## config.mk

```make
export PLATFORM = sky130hd
export DESIGN_NAME = montgomery_modular_exponentiation
export DESIGN_NICKNAME = d
export VERILOG_FILES = /design/src/design/mme_pkg.sv /design/src/design/mme_rsq.sv /design/src/design/mme_montmul.sv /design/src/design/montgomery_modular_exponentiation.sv
export SDC_FILE = /design/constraint.sdc
export NUM_CORES = 1
export LEC_CHECK = 0
export ABC_AREA = 1
export ABC_CLOCK_PERIOD_IN_PS = 3500
export BUFFER_PORTS_ARGS = -buffer_cell sky130_fd_sc_hd__buf_2
export CORE_MARGIN = 1.5
export CORE_UTILIZATION = 45
export CTS_CLUSTER_DIAMETER = 200
export DETAILED_ROUTE_END_ITERATION = 8
export GPL_TIMING_DRIVEN = 0
export MAX_ROUTING_LAYER = met4
export PLACE_DENSITY_LB_ADDON = 0.15
export RECOVER_POWER = 50
export SLEW_MARGIN = 20
export SYNTH_ARGS = -nofsm -noshare
export SYNTH_HDL_FRONTEND = slang
export SYNTH_SLANG_ARGS = --single-unit
```

## constraint.sdc

```tcl
create_clock -name clk -period 3.5 [get_ports clk]
set_input_delay 0.175 -clock clk [delete_from_list [all_inputs] [get_ports clk]]
set_output_delay 0.175 -clock clk [all_outputs]
set_load 0.02 [all_outputs]
```

## src/design/mme_pkg.sv

```systemverilog
// Shared types and constants for the Montgomery modular exponentiation block.
package mme_pkg;

    localparam int DATA_W     = 32;
    localparam int ERR_W      = 2;
    localparam int IN_TDATA_W = 2 * DATA_W;

    typedef enum logic [1:0] {
        ERR_NONE = 2'd0,
        ERR_EVEN = 2'd1,
        ERR_BASE = 2'd2
    } err_code_t;

    typedef enum logic [3:0] {
        ST_IDLE,
        ST_RSQ,
        ST_MR,
        ST_MP,
        ST_SCAN,
        ST_MUL,
        ST_SQR,
        ST_FIN,
        ST_OUT
    } mme_state_t;

    typedef enum logic [1:0] {
        MM_IDLE,
        MM_RUN,
        MM_FIX
    } mm_state_t;

    typedef enum logic [1:0] {
        RS_IDLE,
        RS_WIDTH,
        RS_DOUBLE
    } rs_state_t;

endpackage

```

## src/design/mme_rsq.sv

```systemverilog
// Bit count of the modulus and R^2 mod modulus by serial doubling.
module mme_rsq #(
    parameter int W = 32
) (
    input  logic                     clk,
    input  logic                     rst_n,
    input  logic                     start,
    input  logic [W-1:0]             m,
    output logic                     done,
    output logic [W-1:0]             r2,
    output logic [$clog2(W+1)-1:0]   k
);

    localparam int KW = $clog2(W + 1);
    localparam int CW = $clog2(2 * W + 1);

    mme_pkg::rs_state_t state_reg, state_next;
    logic [W-1:0]  mw_reg, mw_next;
    logic [KW-1:0] k_reg, k_next;
    logic [W-1:0]  r_reg, r_next;
    logic [CW-1:0] cnt_reg, cnt_next;
    logic          done_reg, done_next;
    logic [W:0]    dbl;
    logic          last;

    assign dbl  = {r_reg, 1'b0};
    assign last = (cnt_reg == (CW'({k_reg, 1'b0}) - CW'(1)));

    always_comb
    begin
        state_next = state_reg;
        case (state_reg)
            mme_pkg::RS_IDLE:
            begin
                if (start)
                    state_next = mme_pkg::RS_WIDTH;
            end
            mme_pkg::RS_WIDTH:
            begin
                if (mw_reg == '0)
                    state_next = mme_pkg::RS_DOUBLE;
            end
            mme_pkg::RS_DOUBLE:
            begin
                if (last)
                    state_next = mme_pkg::RS_IDLE;
            end
            default:
                state_next = mme_pkg::RS_IDLE;
        endcase
    end

    always_comb
    begin
        mw_next   = mw_reg;
        k_next    = k_reg;
        r_next    = r_reg;
        cnt_next  = cnt_reg;
        done_next = 1'b0;
        case (state_reg)
            mme_pkg::RS_IDLE:
            begin
                if (start)
                begin
                    mw_next = m;
                    k_next  = '0;
                end
            end
            mme_pkg::RS_WIDTH:
            begin
                if (mw_reg == '0)
                begin
                    // modulus of one gives R^2 mod 1 = 0
                    r_next   = (m == W'(1)) ? '0 : W'(1);
                    cnt_next = '0;
                end
                else
                begin
                    mw_next = mw_reg >> 1;
                    k_next  = k_reg + KW'(1);
                end
            end
            mme_pkg::RS_DOUBLE:
            begin
                if (dbl >= {1'b0, m})
                    r_next = W'(dbl - {1'b0, m});
                else
                    r_next = dbl[W-1:0];
                cnt_next  = cnt_reg + CW'(1);
                done_next = last;
            end
            default:
            begin
                done_next = 1'b0;
            end
        endcase
    end

    always_ff @(posedge clk or negedge rst_n)
    begin
        if (!rst_n)
        begin
            state_reg <= mme_pkg::RS_IDLE;
            k_reg     <= '0;
            cnt_reg   <= '0;
            done_reg  <= 1'b0;
        end
        else
        begin
            state_reg <= state_next;
            k_reg     <= k_next;
            cnt_reg   <= cnt_next;
            done_reg  <= done_next;
        end
    end

    always_ff @(posedge clk)
    begin
        mw_reg <= mw_next;
        r_reg  <= r_next;
    end

    assign done = done_reg;
    assign r2   = r_reg;
    assign k    = k_reg;

    a_rsq_reduced: assert property (@(posedge clk) disable iff (!rst_n)
        done_reg |-> (r_reg < m))
        else $error("R^2 residue not reduced below modulus");

endmodule

```

## src/design/mme_montmul.sv

```systemverilog
// Radix-2 bit-serial Montgomery product, one multiplier bit per cycle.
module mme_montmul #(
    parameter int W = 32
) (
    input  logic                     clk,
    input  logic                     rst_n,
    input  logic                     start,
    input  logic [W-1:0]             x,
    input  logic [W-1:0]             y,
    input  logic [W-1:0]             m,
    input  logic [$clog2(W+1)-1:0]   k,
    output logic                     done,
    output logic [W-1:0]             result
);

    localparam int KW = $clog2(W + 1);

    mme_pkg::mm_state_t state_reg, state_next;
    logic [W:0]    t_reg, t_next;
    logic [W-1:0]  x_reg, x_next;
    logic [W-1:0]  y_reg, y_next;
    logic [KW-1:0] cnt_reg, cnt_next;
    logic          done_reg, done_next;
    logic          xb;
    logic          nb;
    logic [W-1:0]  ysel;
    logic [W-1:0]  msel;
    logic [W+1:0]  sum;
    logic          last;

    assign xb   = x_reg[0];
    assign nb   = t_reg[0] ^ (xb & y_reg[0]);
    assign ysel = xb ? y_reg : '0;
    assign msel = nb ? m : '0;
    assign sum  = {1'b0, t_reg} + {2'b00, ysel} + {2'b00, msel};
    assign last = (cnt_reg == (k - KW'(1)));

    always_comb
    begin
        state_next = state_reg;
        case (state_reg)
            mme_pkg::MM_IDLE:
            begin
                if (start)
                    state_next = mme_pkg::MM_RUN;
            end
            mme_pkg::MM_RUN:
            begin
                if (last)
                    state_next = mme_pkg::MM_FIX;
            end
            mme_pkg::MM_FIX:
                state_next = mme_pkg::MM_IDLE;
            default:
                state_next = mme_pkg::MM_IDLE;
        endcase
    end

    always_comb
    begin
        t_next    = t_reg;
        x_next    = x_reg;
        y_next    = y_reg;
        cnt_next  = cnt_reg;
        done_next = 1'b0;
        case (state_reg)
            mme_pkg::MM_IDLE:
            begin
                if (start)
                begin
                    t_next   = '0;
                    x_next   = x;
                    y_next   = y;
                    cnt_next = '0;
                end
            end
            mme_pkg::MM_RUN:
            begin
                // T = (T + xb*Y + n*M) / 2
                t_next   = sum[W+1:1];
                x_next   = x_reg >> 1;
                cnt_next = cnt_reg + KW'(1);
            end
            mme_pkg::MM_FIX:
            begin
                if (t_reg >= {1'b0, m})
                    t_next = t_reg - {1'b0, m};
                done_next = 1'b1;
            end
            default:
            begin
                done_next = 1'b0;
            end
        endcase
    end

    always_ff @(posedge clk or negedge rst_n)
    begin
        if (!rst_n)
        begin
            state_reg <= mme_pkg::MM_IDLE;
            cnt_reg   <= '0;
            done_reg  <= 1'b0;
            t_reg     <= '0;
        end
        else
        begin
            state_reg <= state_next;
            cnt_reg   <= cnt_next;
            done_reg  <= done_next;
            t_reg     <= t_next;
        end
    end

    always_ff @(posedge clk)
    begin
        x_reg <= x_next;
        y_reg <= y_next;
    end

    assign done   = done_reg;
    assign result = t_reg[W-1:0];

    a_mm_reduced: assert property (@(posedge clk) disable iff (!rst_n)
        done_reg |-> (t_reg < {1'b0, m}))
        else $error("Montgomery product not reduced below modulus");

endmodule

```

## src/design/montgomery_modular_exponentiation.sv

```systemverilog
// Top level: Montgomery modular exponentiation, base^exponent mod modulus.
//
// channel  | valid / ready                | payload
// s_axis   | s_axis_tvalid, s_axis_tready | tdata: base [31:0], exponent [63:32]
// m_axis   | m_axis_tvalid, m_axis_tready | tdata: power_result; tuser: error_code
// cfg      | cfg_we                       | cfg_wdata: modulus
//
// k is the bit count of the modulus; the bit-serial product unit steps through k
// multiplier bits per product. An item costs an R^2 setup by serial doubling, then
// (3 + ones + bits_of_exponent) products plus one scan step per exponent bit.
// Errors skip the products and go straight to the output state. Reset clears
// control only; modulus resets to 1.
// Input is taken only when idle; a finished word waits in the output
// register while the next item is accepted.
module montgomery_modular_exponentiation #(
    parameter int OPERAND_WIDTH = 32
) (
    input  logic                              clk,
    input  logic                              rst_n,
    input  logic                              s_axis_tvalid,
    output logic                              s_axis_tready,
    input  logic [mme_pkg::IN_TDATA_W-1:0]    s_axis_tdata,  // base, exponent
    output logic                              m_axis_tvalid,
    input  logic                              m_axis_tready,
    output logic [mme_pkg::DATA_W-1:0]        m_axis_tdata,  // power_result
    output logic [mme_pkg::ERR_W-1:0]         m_axis_tuser,  // error_code
    input  logic                              cfg_we,
    input  logic [mme_pkg::DATA_W-1:0]        cfg_wdata
);

    localparam int W  = OPERAND_WIDTH;
    localparam int KW = $clog2(W + 1);
    localparam int DW = mme_pkg::DATA_W;

    mme_pkg::mme_state_t state_reg, state_next;
    mme_pkg::err_code_t  err_reg, out_err_reg;

    logic [W-1:0]    modulus_reg;
    logic [W-1:0]    base_reg;
    logic [W-1:0]    exp_reg;
    logic [W-1:0]    result_reg;
    logic [W-1:0]    power_reg;
    logic            out_valid_reg;
    logic [DW-1:0]   out_data_reg;

    logic [W+DW-1:0] cfg_ext, base_ext, exp_ext, res_ext;
    logic [W-1:0]    base_in, exp_in;
    logic            accept;
    logic            bad_even, bad_base;

    logic            rsq_start, rsq_done;
    logic [W-1:0]    r2;
    logic [KW-1:0]   k;
    logic            mul_start, mul_done;
    logic [W-1:0]    mul_x, mul_y, prod;
    logic            out_load;

    assign cfg_ext  = {{W{1'b0}}, cfg_wdata};
    assign base_ext = {{W{1'b0}}, s_axis_tdata[DW-1:0]};
    assign exp_ext  = {{W{1'b0}}, s_axis_tdata[2*DW-1:DW]};
    assign res_ext  = {{DW{1'b0}}, result_reg};
    assign base_in  = base_ext[W-1:0];
    assign exp_in   = exp_ext[W-1:0];

    assign accept   = s_axis_tvalid && s_axis_tready;
    assign bad_even = ~modulus_reg[0];
    assign bad_base = (base_in >= modulus_reg);

    mme_rsq #(.W(W)) u_rsq (
        .clk   (clk),
        .rst_n (rst_n),
        .start (rsq_start),
        .m     (modulus_reg),
        .done  (rsq_done),
        .r2    (r2),
        .k     (k)
    );

    mme_montmul #(.W(W)) u_mul (
        .clk    (clk),
        .rst_n  (rst_n),
        .start  (mul_start),
        .x      (mul_x),
        .y      (mul_y),
        .m      (modulus_reg),
        .k      (k),
        .done   (mul_done),
        .result (prod)
    );

    // next state
    always_comb
    begin
        state_next = state_reg;
        case (state_reg)
            mme_pkg::ST_IDLE:
            begin
                if (accept)
                    state_next = (bad_even || bad_base) ? mme_pkg::ST_OUT : mme_pkg::ST_RSQ;
            end
            mme_pkg::ST_RSQ:
            begin
                if (rsq_done)
                    state_next = mme_pkg::ST_MR;
            end
            mme_pkg::ST_MR:
            begin
                if (mul_done)
                    state_next = mme_pkg::ST_MP;
            end
            mme_pkg::ST_MP:
            begin
                if (mul_done)
                    state_next = mme_pkg::ST_SCAN;
            end
            mme_pkg::ST_SCAN:
            begin
                if (exp_reg == '0)
                    state_next = mme_pkg::ST_FIN;
                else if (exp_reg[0])
                    state_next = mme_pkg::ST_MUL;
                else
                    state_next = mme_pkg::ST_SQR;
            end
            mme_pkg::ST_MUL:
            begin
                if (mul_done)
                    state_next = mme_pkg::ST_SQR;
            end
            mme_pkg::ST_SQR:
            begin
                if (mul_done)
                    state_next = mme_pkg::ST_SCAN;
            end
            mme_pkg::ST_FIN:
            begin
                if (mul_done)
                    state_next = mme_pkg::ST_OUT;
            end
            mme_pkg::ST_OUT:
            begin
                if (!out_valid_reg || m_axis_tready)
                    state_next = mme_pkg::ST_IDLE;
            end
            default:
                state_next = mme_pkg::ST_IDLE;
        endcase
    end

    // control outputs; product operands are latched by the unit at start
    always_comb
    begin
        s_axis_tready = 1'b0;
        rsq_start     = 1'b0;
        mul_start     = 1'b0;
        mul_x         = W'(1);
        mul_y         = r2;
        out_load      = 1'b0;
        case (state_reg)
            mme_pkg::ST_IDLE:
            begin
                s_axis_tready = 1'b1;
                rsq_start     = accept && !bad_even && !bad_base;
            end
            mme_pkg::ST_RSQ:
            begin
                mul_start = rsq_done;
            end
            mme_pkg::ST_MR:
            begin
                mul_start = mul_done;
                mul_x     = base_reg;
            end
            mme_pkg::ST_SCAN:
            begin
                mul_start = 1'b1;
                if (exp_reg == '0)
                begin
                    mul_x = W'(1);
                    mul_y = result_reg;
                end
                else if (exp_reg[0])
                begin
                    mul_x = result_reg;
                    mul_y = power_reg;
                end
                else
                begin
                    mul_x = power_reg;
                    mul_y = power_reg;
                end
            end
            mme_pkg::ST_MUL:
            begin
                // squaring uses the power, which this product does not touch
                mul_start = mul_done;
                mul_x     = power_reg;
                mul_y     = power_reg;
            end
            mme_pkg::ST_OUT:
            begin
                out_load = !out_valid_reg || m_axis_tready;
            end
            default:
            begin
                mul_start = 1'b0;
            end
        endcase
    end

    always_ff @(posedge clk or negedge rst_n)
    begin
        if (!rst_n)
        begin
            state_reg     <= mme_pkg::ST_IDLE;
            modulus_reg   <= W'(1);
            out_valid_reg <= 1'b0;
        end
        else
        begin
            state_reg <= state_next;
            if (cfg_we)
                modulus_reg <= cfg_ext[W-1:0];
            if (out_load)
                out_valid_reg <= 1'b1;
            else if (m_axis_tready)
                out_valid_reg <= 1'b0;
        end
    end

    always_ff @(posedge clk)
    begin
        if (accept)
        begin
            base_reg   <= base_in;
            exp_reg    <= exp_in;
            result_reg <= '0;
            if (bad_even)
                err_reg <= mme_pkg::ERR_EVEN;
            else if (bad_base)
                err_reg <= mme_pkg::ERR_BASE;
            else
                err_reg <= mme_pkg::ERR_NONE;
        end
        if (mul_done)
        begin
            case (state_reg)
                mme_pkg::ST_MR, mme_pkg::ST_FIN:
                    result_reg <= prod;
                mme_pkg::ST_MP:
                    power_reg <= prod;
                mme_pkg::ST_MUL:
                begin
                    result_reg <= prod;
                    exp_reg    <= exp_reg >> 1;
                end
                mme_pkg::ST_SQR:
                    power_reg <= prod;
                default:
                    power_reg <= power_reg;
            endcase
        end
        // an even exponent bit skips the multiply and shifts here
        if (state_reg == mme_pkg::ST_SCAN && exp_reg != '0 && !exp_reg[0])
            exp_reg <= exp_reg >> 1;
        if (out_load)
        begin
            out_data_reg <= res_ext[DW-1:0];
            out_err_reg  <= err_reg;
        end
    end

    assign m_axis_tvalid = out_valid_reg;
    assign m_axis_tdata  = out_data_reg;
    assign m_axis_tuser  = out_err_reg;

    a_err_zero: assert property (@(posedge clk) disable iff (!rst_n)
        (out_valid_reg && out_err_reg != mme_pkg::ERR_NONE) |-> (out_data_reg == '0))
        else $error("error word carries a nonzero result");

    a_mul_owner: assert property (@(posedge clk) disable iff (!rst_n)
        mul_done |-> (state_reg == mme_pkg::ST_MR || state_reg == mme_pkg::ST_MP ||
                      state_reg == mme_pkg::ST_MUL || state_reg == mme_pkg::ST_SQR ||
                      state_reg == mme_pkg::ST_FIN))
        else $error("product finished outside a product state");

    a_rsq_owner: assert property (@(posedge clk) disable iff (!rst_n)
        rsq_done |-> (state_reg == mme_pkg::ST_RSQ))
        else $error("R^2 setup finished outside its state");

endmodule
```

==> results_dict.tcl, run 1 <==
set metrics [dict create \
    syn_area_um2 26000 \
    initial_core_util_pct 45.8 \
    utilization_pct 54.6 \
    worst_r2r_path_depth 23 \
    finalCriticalPeriod_ns 3.43 \
    violations "max-capacitance violations" \
    synth-edff-count 228 \
    fillers 5540 \
    endpoint_kind "flop" \
    drive_gt1_share_pct 8.71 \
    power_mw 23.3 \
    yosysUniqueCellTypes 50 \
    yosysWarnings 0 \
    io_buffers 135 \
    synth_nets 3820 \
    fp-row-count 87 \
    p_leak_nw 14.8 \
    pre_cts_ws_ns -0.655 \
    outcome "finished, violations left" \
    critical_path_class "reg2reg" \
    grt_usage_pct 35.7 \
    crit_end "u_mul.t_reg[24]" \
    fmax_ghz 0.291 \
    drtIter0Drc 3035 \
    wl_met3_mm 9.83 \
    dr.max_layer_used "met4" \
    clock_latency_ns 0.61 \
    r2r_end "u_mul.t_reg[24]" \
    antenna_found_initial 1 \
    seq_area_frac_synth_pct 40.5 \
    m1WireLength_mm 45.5 \
    ys.flop_type "edfxtp_1" \
    p_per_area_nw_per_um2 753 \
    finalMaxSlewViolations 0 \
    wl_met2_mm 43.1 \
    finClkSkew_ns 0.0388 \
    grt_pass1_wl_mm 151 \
    multiInputGateArea_um2 13700 \
    hold_class "in2reg" \
    remaining_drc_errors 0 \
    max_slew_margin_pct 0.957 \
    cp.arrival_ns 3.90 \
    area_delta_synth_final_pct 19.2 \
    rsz0062_at_grt "yes" \
    cts_root_buffer "clkbuf_16" \
    cp-startpoint "u_mul.x_reg[0]" \
    vias 25600 \
    ant_nets 0 \
    synth-seq-cells 387 \
    setup_viol 0 \
    cts.sinks 387 \
    hold_violations 0 \
    coreArea_um2 56700 \
    dieArea_um2 59100 \
    gp_congestion 1.08 \
    cts.clk_slew.worst_paths_ns 0.06 \
    largest_reg_flops 33 \
    dp.cells 4446 \
    seqCellArea_um2 10500 \
    worstHoldStart "cfg_we" \
    fin_crit_sh_pct 98.1 \
    place_area_um2 27800 \
    cts_tree "built" \
    grt_overflow_total 0 \
    htreeDepth 2 \
    grt_pass1_vias 23700 \
    place_hpwl_mm 80.5 \
    critPathRequiredTime_ns 3.97 \
    wire_per_inst_um 22.3 \
    peakVddDrop_v 0.000390 \
    ios 137 \
    die_w_um 243 \
    routed_wl_mm 104 \
    ctsLongestPathBuffers 3 \
    cts_made_buffers 44 \
    setup_ws_ns 0.0665 \
    nNetsFinal 4126 \
    vias_per_cell 5.52 \
    worst_slew_pin_slew_ns 1.48 \
    postSynth.asyncResetShare_pct 24.5 \
    syn_inst 3548 \
    grt_max_degree 71 \
    r2r_slack_ns 0.07 \
    die_h_um 243 \
    drt_pre_antenna_iters 6 \
    reg2reg_from "u_mul.x_reg[0]" \
    fin_cells 4647 \
    fin_area_um2 30900 \
    syn_avg_cell_area_um2 7.32 \
    path_max_fanout 6 \
    cap_violations 1 \
    critPathLaunchType "flop" \
]
-- cell usage in the layout (no fill, tap or decap), types with 7 or more instances in the layout --
cell | Yosys | layout
nor2_2 | 4 | 18
nor3_1 | 23 | 23
ha_4 | 0 | 19
buf_2 | 16 | 81
buf_1 | 11 | 11
o21ai_0 | 262 | 260
ha_1 | 137 | 111
clkinv_2 | 0 | 7
o21a_1 | 7 | 7
nand4_1 | 53 | 53
edfxtp_1 | 228 | 228
a221oi_1 | 15 | 15
fa_1 | 34 | 32
nor2_4 | 2 | 11
clkbuf_16 | 0 | 46
nand3b_1 | 47 | 47
xor2_1 | 31 | 31
o21bai_1 | 8 | 8
nand3_1 | 206 | 205
dfrtp_1 | 94 | 94
nor4_1 | 15 | 15
nand2_1 | 1167 | 1110
a21oi_2 | 0 | 10
nor2_1 | 296 | 273
dlygate4sd3_1 | 0 | 100
clkbuf_1 | 64 | 140
a21oi_1 | 165 | 155
buf_4 | 3 | 20
nand2_2 | 7 | 60
or2_2 | 7 | 7
ha_2 | 0 | 7
inv_1 | 510 | 505
mux2i_1 | 15 | 15
dfxtp_1 | 64 | 64
-- logic make-up (layout without fill, tap and decap cells) --
| family | count (synthesis) | in the layout | share of synthesized area [%] |
|---|---|---|---|
| AOI/OAI and AO/OA | 488 | 488 | 10.0 |
| muxes | 15 | 15 | 0.578 |
| adders and majority gates | 171 | 171 | 9.22 |
| buffers and inverters | 612 | 954 | 9.04 |
| other | 0 | 1 | 0 |
| and+or+nand+nor | 1838 | 1838 | 29.4 |
| xor gates and xnor gates | 37 | 37 | 1.25 |
| DFF | 387 | 387 | 40.5 |
-- synth_stat cells (4+ instances only) --
cell type | count | share of area, %
nand4_1 | 53 | 1.3
and2_1 | 5 | 0.12
nand2_2 | 7 | 0.17
o21ai_1 | 5 | 0.096
o21ai_0 | 262 | 5.1
o21bai_1 | 8 | 0.23
a221oi_1 | 15 | 0.51
xor2_1 | 31 | 1.0
dfxtp_1 | 64 | 4.9
nor4_1 | 15 | 0.36
a21oi_1 | 165 | 3.2
nand3b_1 | 47 | 1.4
o211ai_1 | 6 | 0.17
o21a_1 | 7 | 0.20
clkbuf_1 | 64 | 0.93
xnor2_1 | 6 | 0.20
edfxtp_1 | 228 | 26
nor2_1 | 296 | 4.3
or2_2 | 7 | 0.17
o31ai_1 | 5 | 0.14
mux2i_1 | 15 | 0.58
buf_1 | 11 | 0.16
nand3_1 | 206 | 4.0
nor3_1 | 23 | 0.44
nor2_2 | 4 | 0.096
buf_2 | 16 | 0.31
ha_1 | 137 | 6.6
dfrtp_1 | 94 | 9.1
inv_1 | 510 | 7.4
nand2_1 | 1167 | 17
fa_1 | 34 | 2.6
-- timing repair --
item	in CTS	in global routing
setup buffers	5	11
hold buffers	100	0
gates cloned	0	2
endpoints found under the setup margin	61	28
pin swaps	5	19
gates resized for setup	49	130
hold endpoints to repair	192	0
-- layout make-up --
type,count,area share [%]
inverter,516,6.31
multi-input combinational,2549,44.2
clock buffer,59,4.00
sequential,387,34.0
tap,756,3.06
clock inverter,23,0.946
antenna,1,0.00809
buffer,96,1.40
timing repair buffer,260,6.06
-- per-layer routing --
| layer | global-route usage [%] | up-vias |
|---|---|---|
| met5 | - | - |
| met4 | 15.9 | 0 |
| met3 | 6.08 | 235 |
| met2 | 50.7 | 1276 |
| met1 | 49.6 | 12000 |
| li1 | - | 12100 |
-- worst min-delay path by stage --
stage,slack [ns],to,cells past startpoint
floorplan,-0.12,m_axis_tvalid,0
global placement,0.37,m_axis_tvalid,2
detailed placement,0.07,u_rsq.k[0],1
CTS,0.002,modulus_reg[1],2
global route,0.04,modulus_reg[2],2
finish,0.007,modulus_reg[1],2
-- where the power goes --
group	internal [mW]	leakage, nW	switching, mW
logic	4.16	10.2	7.77
clock network	2.88	0.750	2.07
registers	5.48	3.86	0.945
-- metrics by stage --
step	hold WS, ns	setup TNS [ns]
2_1_floorplan	-0.121	0
3_3_place_gp	0.371	-69.90
3_5_place_dp	0.0657	-15.00
4_1_cts	0.00206	-0.0889
5_1_grt	0.0407	-0.575
6_report	0.00737	0
-- critical path, cell delays in order (launching register included) --
cell	delay [ns]
edfxtp_1	0.44
nand2_2	0.15
inv_1	0.08
nand2_1	0.09
nand2_2	0.10
clkinv_4	0.10
buf_6	0.12
nand2_1	0.09
fa_1	0.51
inv_1	0.07
ha_4	0.27
nand2_1	0.06
nand2_1	0.09
inv_1	0.08
nand2_2	0.08
nand2_1	0.09
nand2_2	0.11
nand2_1	0.10
nand3_2	0.10
or2_2	0.28
nand2_1	0.10
nand2_1	0.06
nand2_1	0.07
nand2_1	0.05
(Power assumes the default switching activity.)
==> run 2: changes to the inputs <==
==> constraint.sdc (replaced) <==
create_clock -name clk -period 3.5 [get_ports clk]
set_input_delay 0.175 -clock clk [delete_from_list [all_inputs] [get_ports clk]]
set_output_delay 0.175 -clock clk [all_outputs]
set_load 0.005 [all_outputs]
==> results_dict.tcl, run 2 (same netlist as run 1, synthesis figures left out) <==
set metrics [dict create \
    outcome "finished, violations left" \
    violations "max-capacitance violations" \
    path_max_fanout 6 \
    grt_usage_pct 35.7 \
    area_delta_synth_final_pct 19.3 \
    drive_gt1_share_pct 9.31 \
    io_buffers 135 \
    layout_common_cells "nand2_1, inv_1, nor2_1" \
    fmax_ghz 0.291 \
    clock_latency_ns 0.61 \
    finalCriticalPeriod_ns 3.43 \
    cp_slowest_cell "fa_1" \
    die_h_um 243 \
    dieArea_um2 59100 \
    cts.sinks 387 \
    setup_viol 0 \
    critPathLaunchType "flop" \
    gp_congestion 1.08 \
    dp.cells 4446 \
    place_hpwl_mm 80.5 \
    hold_class "in2reg" \
    p_leak_nw 14.9 \
    grt_max_degree 71 \
    slowest_delay_ns 0.51 \
    cap_violations 1 \
    cts.clk_slew.worst_paths_ns 0.07 \
    path_common_cell "nand2_1" \
    ios 137 \
    ctsLongestPathBuffers 3 \
    cts_root_buffer "clkbuf_16" \
    p_per_area_nw_per_um2 753 \
    grt_pass1_wl_mm 151 \
    remaining_drc_errors 0 \
    finClkSkew_ns 0.0392 \
    fin_cells 4647 \
    crit_chain "nand2_2 > inv_1 > nand2_1 > nand2_2 > clkinv_4 > buf_6 > nand2_1 > fa_1 > inv_1 > ha_4 > nand2_1 > nand2_1 > inv_1 > nand2_2 > nand2_1 > nand2_2 > nand2_1 > nand3_2 > or2_2 > nand2_1 > nand2_1 > nand2_1 > nand2_1" \
    coreArea_um2 56700 \
    initial_core_util_pct 45.8 \
    grt_pass1_vias 23700 \
    nNetsFinal 4126 \
    fin_crit_sh_pct 98.0 \
    cts_tree "built" \
    fillers 5525 \
    largest_reg_flops 33 \
    pre_cts_ws_ns -0.655 \
    die_w_um 243 \
    fp-row-count 87 \
    drtIter0Drc 3035 \
    max_slew_margin_pct 1.20 \
    critPathRequiredTime_ns 3.97 \
    finalMaxSlewViolations 0 \
    ant_nets 0 \
    endpoint_kind "flop" \
    rsz0062_at_grt "yes" \
    final_common_cell "nand2_1" \
    critical_path_class "reg2reg" \
    vias 25700 \
    vias_per_cell 5.52 \
    drt_pre_antenna_iters 6 \
    peakVddDrop_v 0.000390 \
    grt_overflow_total 0 \
    setup_ws_ns 0.0685 \
    worst_slew_pin_slew_ns 1.48 \
    cp.arrival_ns 3.90 \
    wire_per_inst_um 22.3 \
    cts_made_buffers 44 \
    hold_violations 0 \
    routed_wl_mm 104 \
    htreeDepth 2 \
    antenna_found_initial 1 \
]
[run 2: cell types whose count changed in the layout (fill, tap and decap cells not counted)]
cell,change
buf_2,+23
clkbuf_1,-23
[run 2: stage by stage]
stage | hold slack, ns | utilization [%] | total power, mW | area [µm²] | setup TNS [ns]
floorplan | -0.121 | - | 13.4 | 26000 | 0
global placement | 0.371 | 48.6 | 16.8 | 27600 | -69.90
detailed placement | 0.0657 | 49.0 | 16.8 | 27800 | -15.00
CTS | 0.00206 | 53.7 | 22.0 | 30500 | -0.0889
global route | 0.0407 | 54.6 | 24.8 | 31000 | -0.575
finish | 0.0115 | 54.6 | 23.3 | 31000 | 0
[run 2: cell type report]
type	count	area, µm²	area share (%)
repair buffers	260	1900	6.15
multi-input cells	2549	13700	44.2
inverters	516	1950	6.31
clock inverters	23	293	0.945
diodes	1	2.50	0.00808
clock buffers	59	1240	4.00
well taps	756	946	3.05
plain buffers	96	434	1.40
flip-flops and latches	387	10500	33.9
[run 2: path summary, 6_finish.rpt]
| check | depth (start not counted) | to | slack [ns] | from |
|---|---|---|---|---|
| worst max-delay path | 23 | u_mul.t_reg[24] | 0.07 | u_mul.x_reg[0] |
| worst min-delay path | 2 | modulus_reg[1] | 0.01 | cfg_we |
| worst max register to register | 23 | u_mul.t_reg[24] | 0.07 | u_mul.x_reg[0] |
| worst min register to register | 0 | m_axis_tuser[0] | 0.43 | err_reg[0] |
| max in group asynchronous | 4 | u_mul.cnt_reg[1] | 0.94 | rst_n |
| min in group asynchronous | 3 | u_mul.cnt_reg[5] | 0.87 | rst_n |
[run 2: timing repair]
| action | 4_1_cts | 5_1_grt |
|---|---|---|
| gates resized for setup | 49 | 130 |
| endpoints found under the setup margin | 61 | 28 |
| pin swaps | 5 | 19 |
| hold buffers | 100 | 0 |
| gates cloned | 0 | 2 |
| endpoints found under the hold margin | 192 | 0 |
| buffers inserted | 5 | 11 |
[run 2: worst max-delay path, delay by kind of cell, from the launching register on]
kind	cells	cell delay, ns
simple gates	16	1.62
fa+ha+maj	2	0.78
flops	1	0.44
buf+inv	5	0.45
[run 2: where the power goes]
group          switching, mW  internal (mW)  total, mW
Combinational           7.77           4.16       11.9
Sequential             0.945           5.48       6.42
Clock                   2.07           2.88       4.95
[run 2: metal layers]
metal  up-vias  wire length [µm]  share of wire (%)  GRT usage [%]
met2      1264             43100                 42           50.7
met5         -                 0                  0              -
met3       238              9750                9.4           6.08
li1      12100                 -                  -              -
met1     12000             45500                 44           49.6
met4         0              5370                5.2           15.9
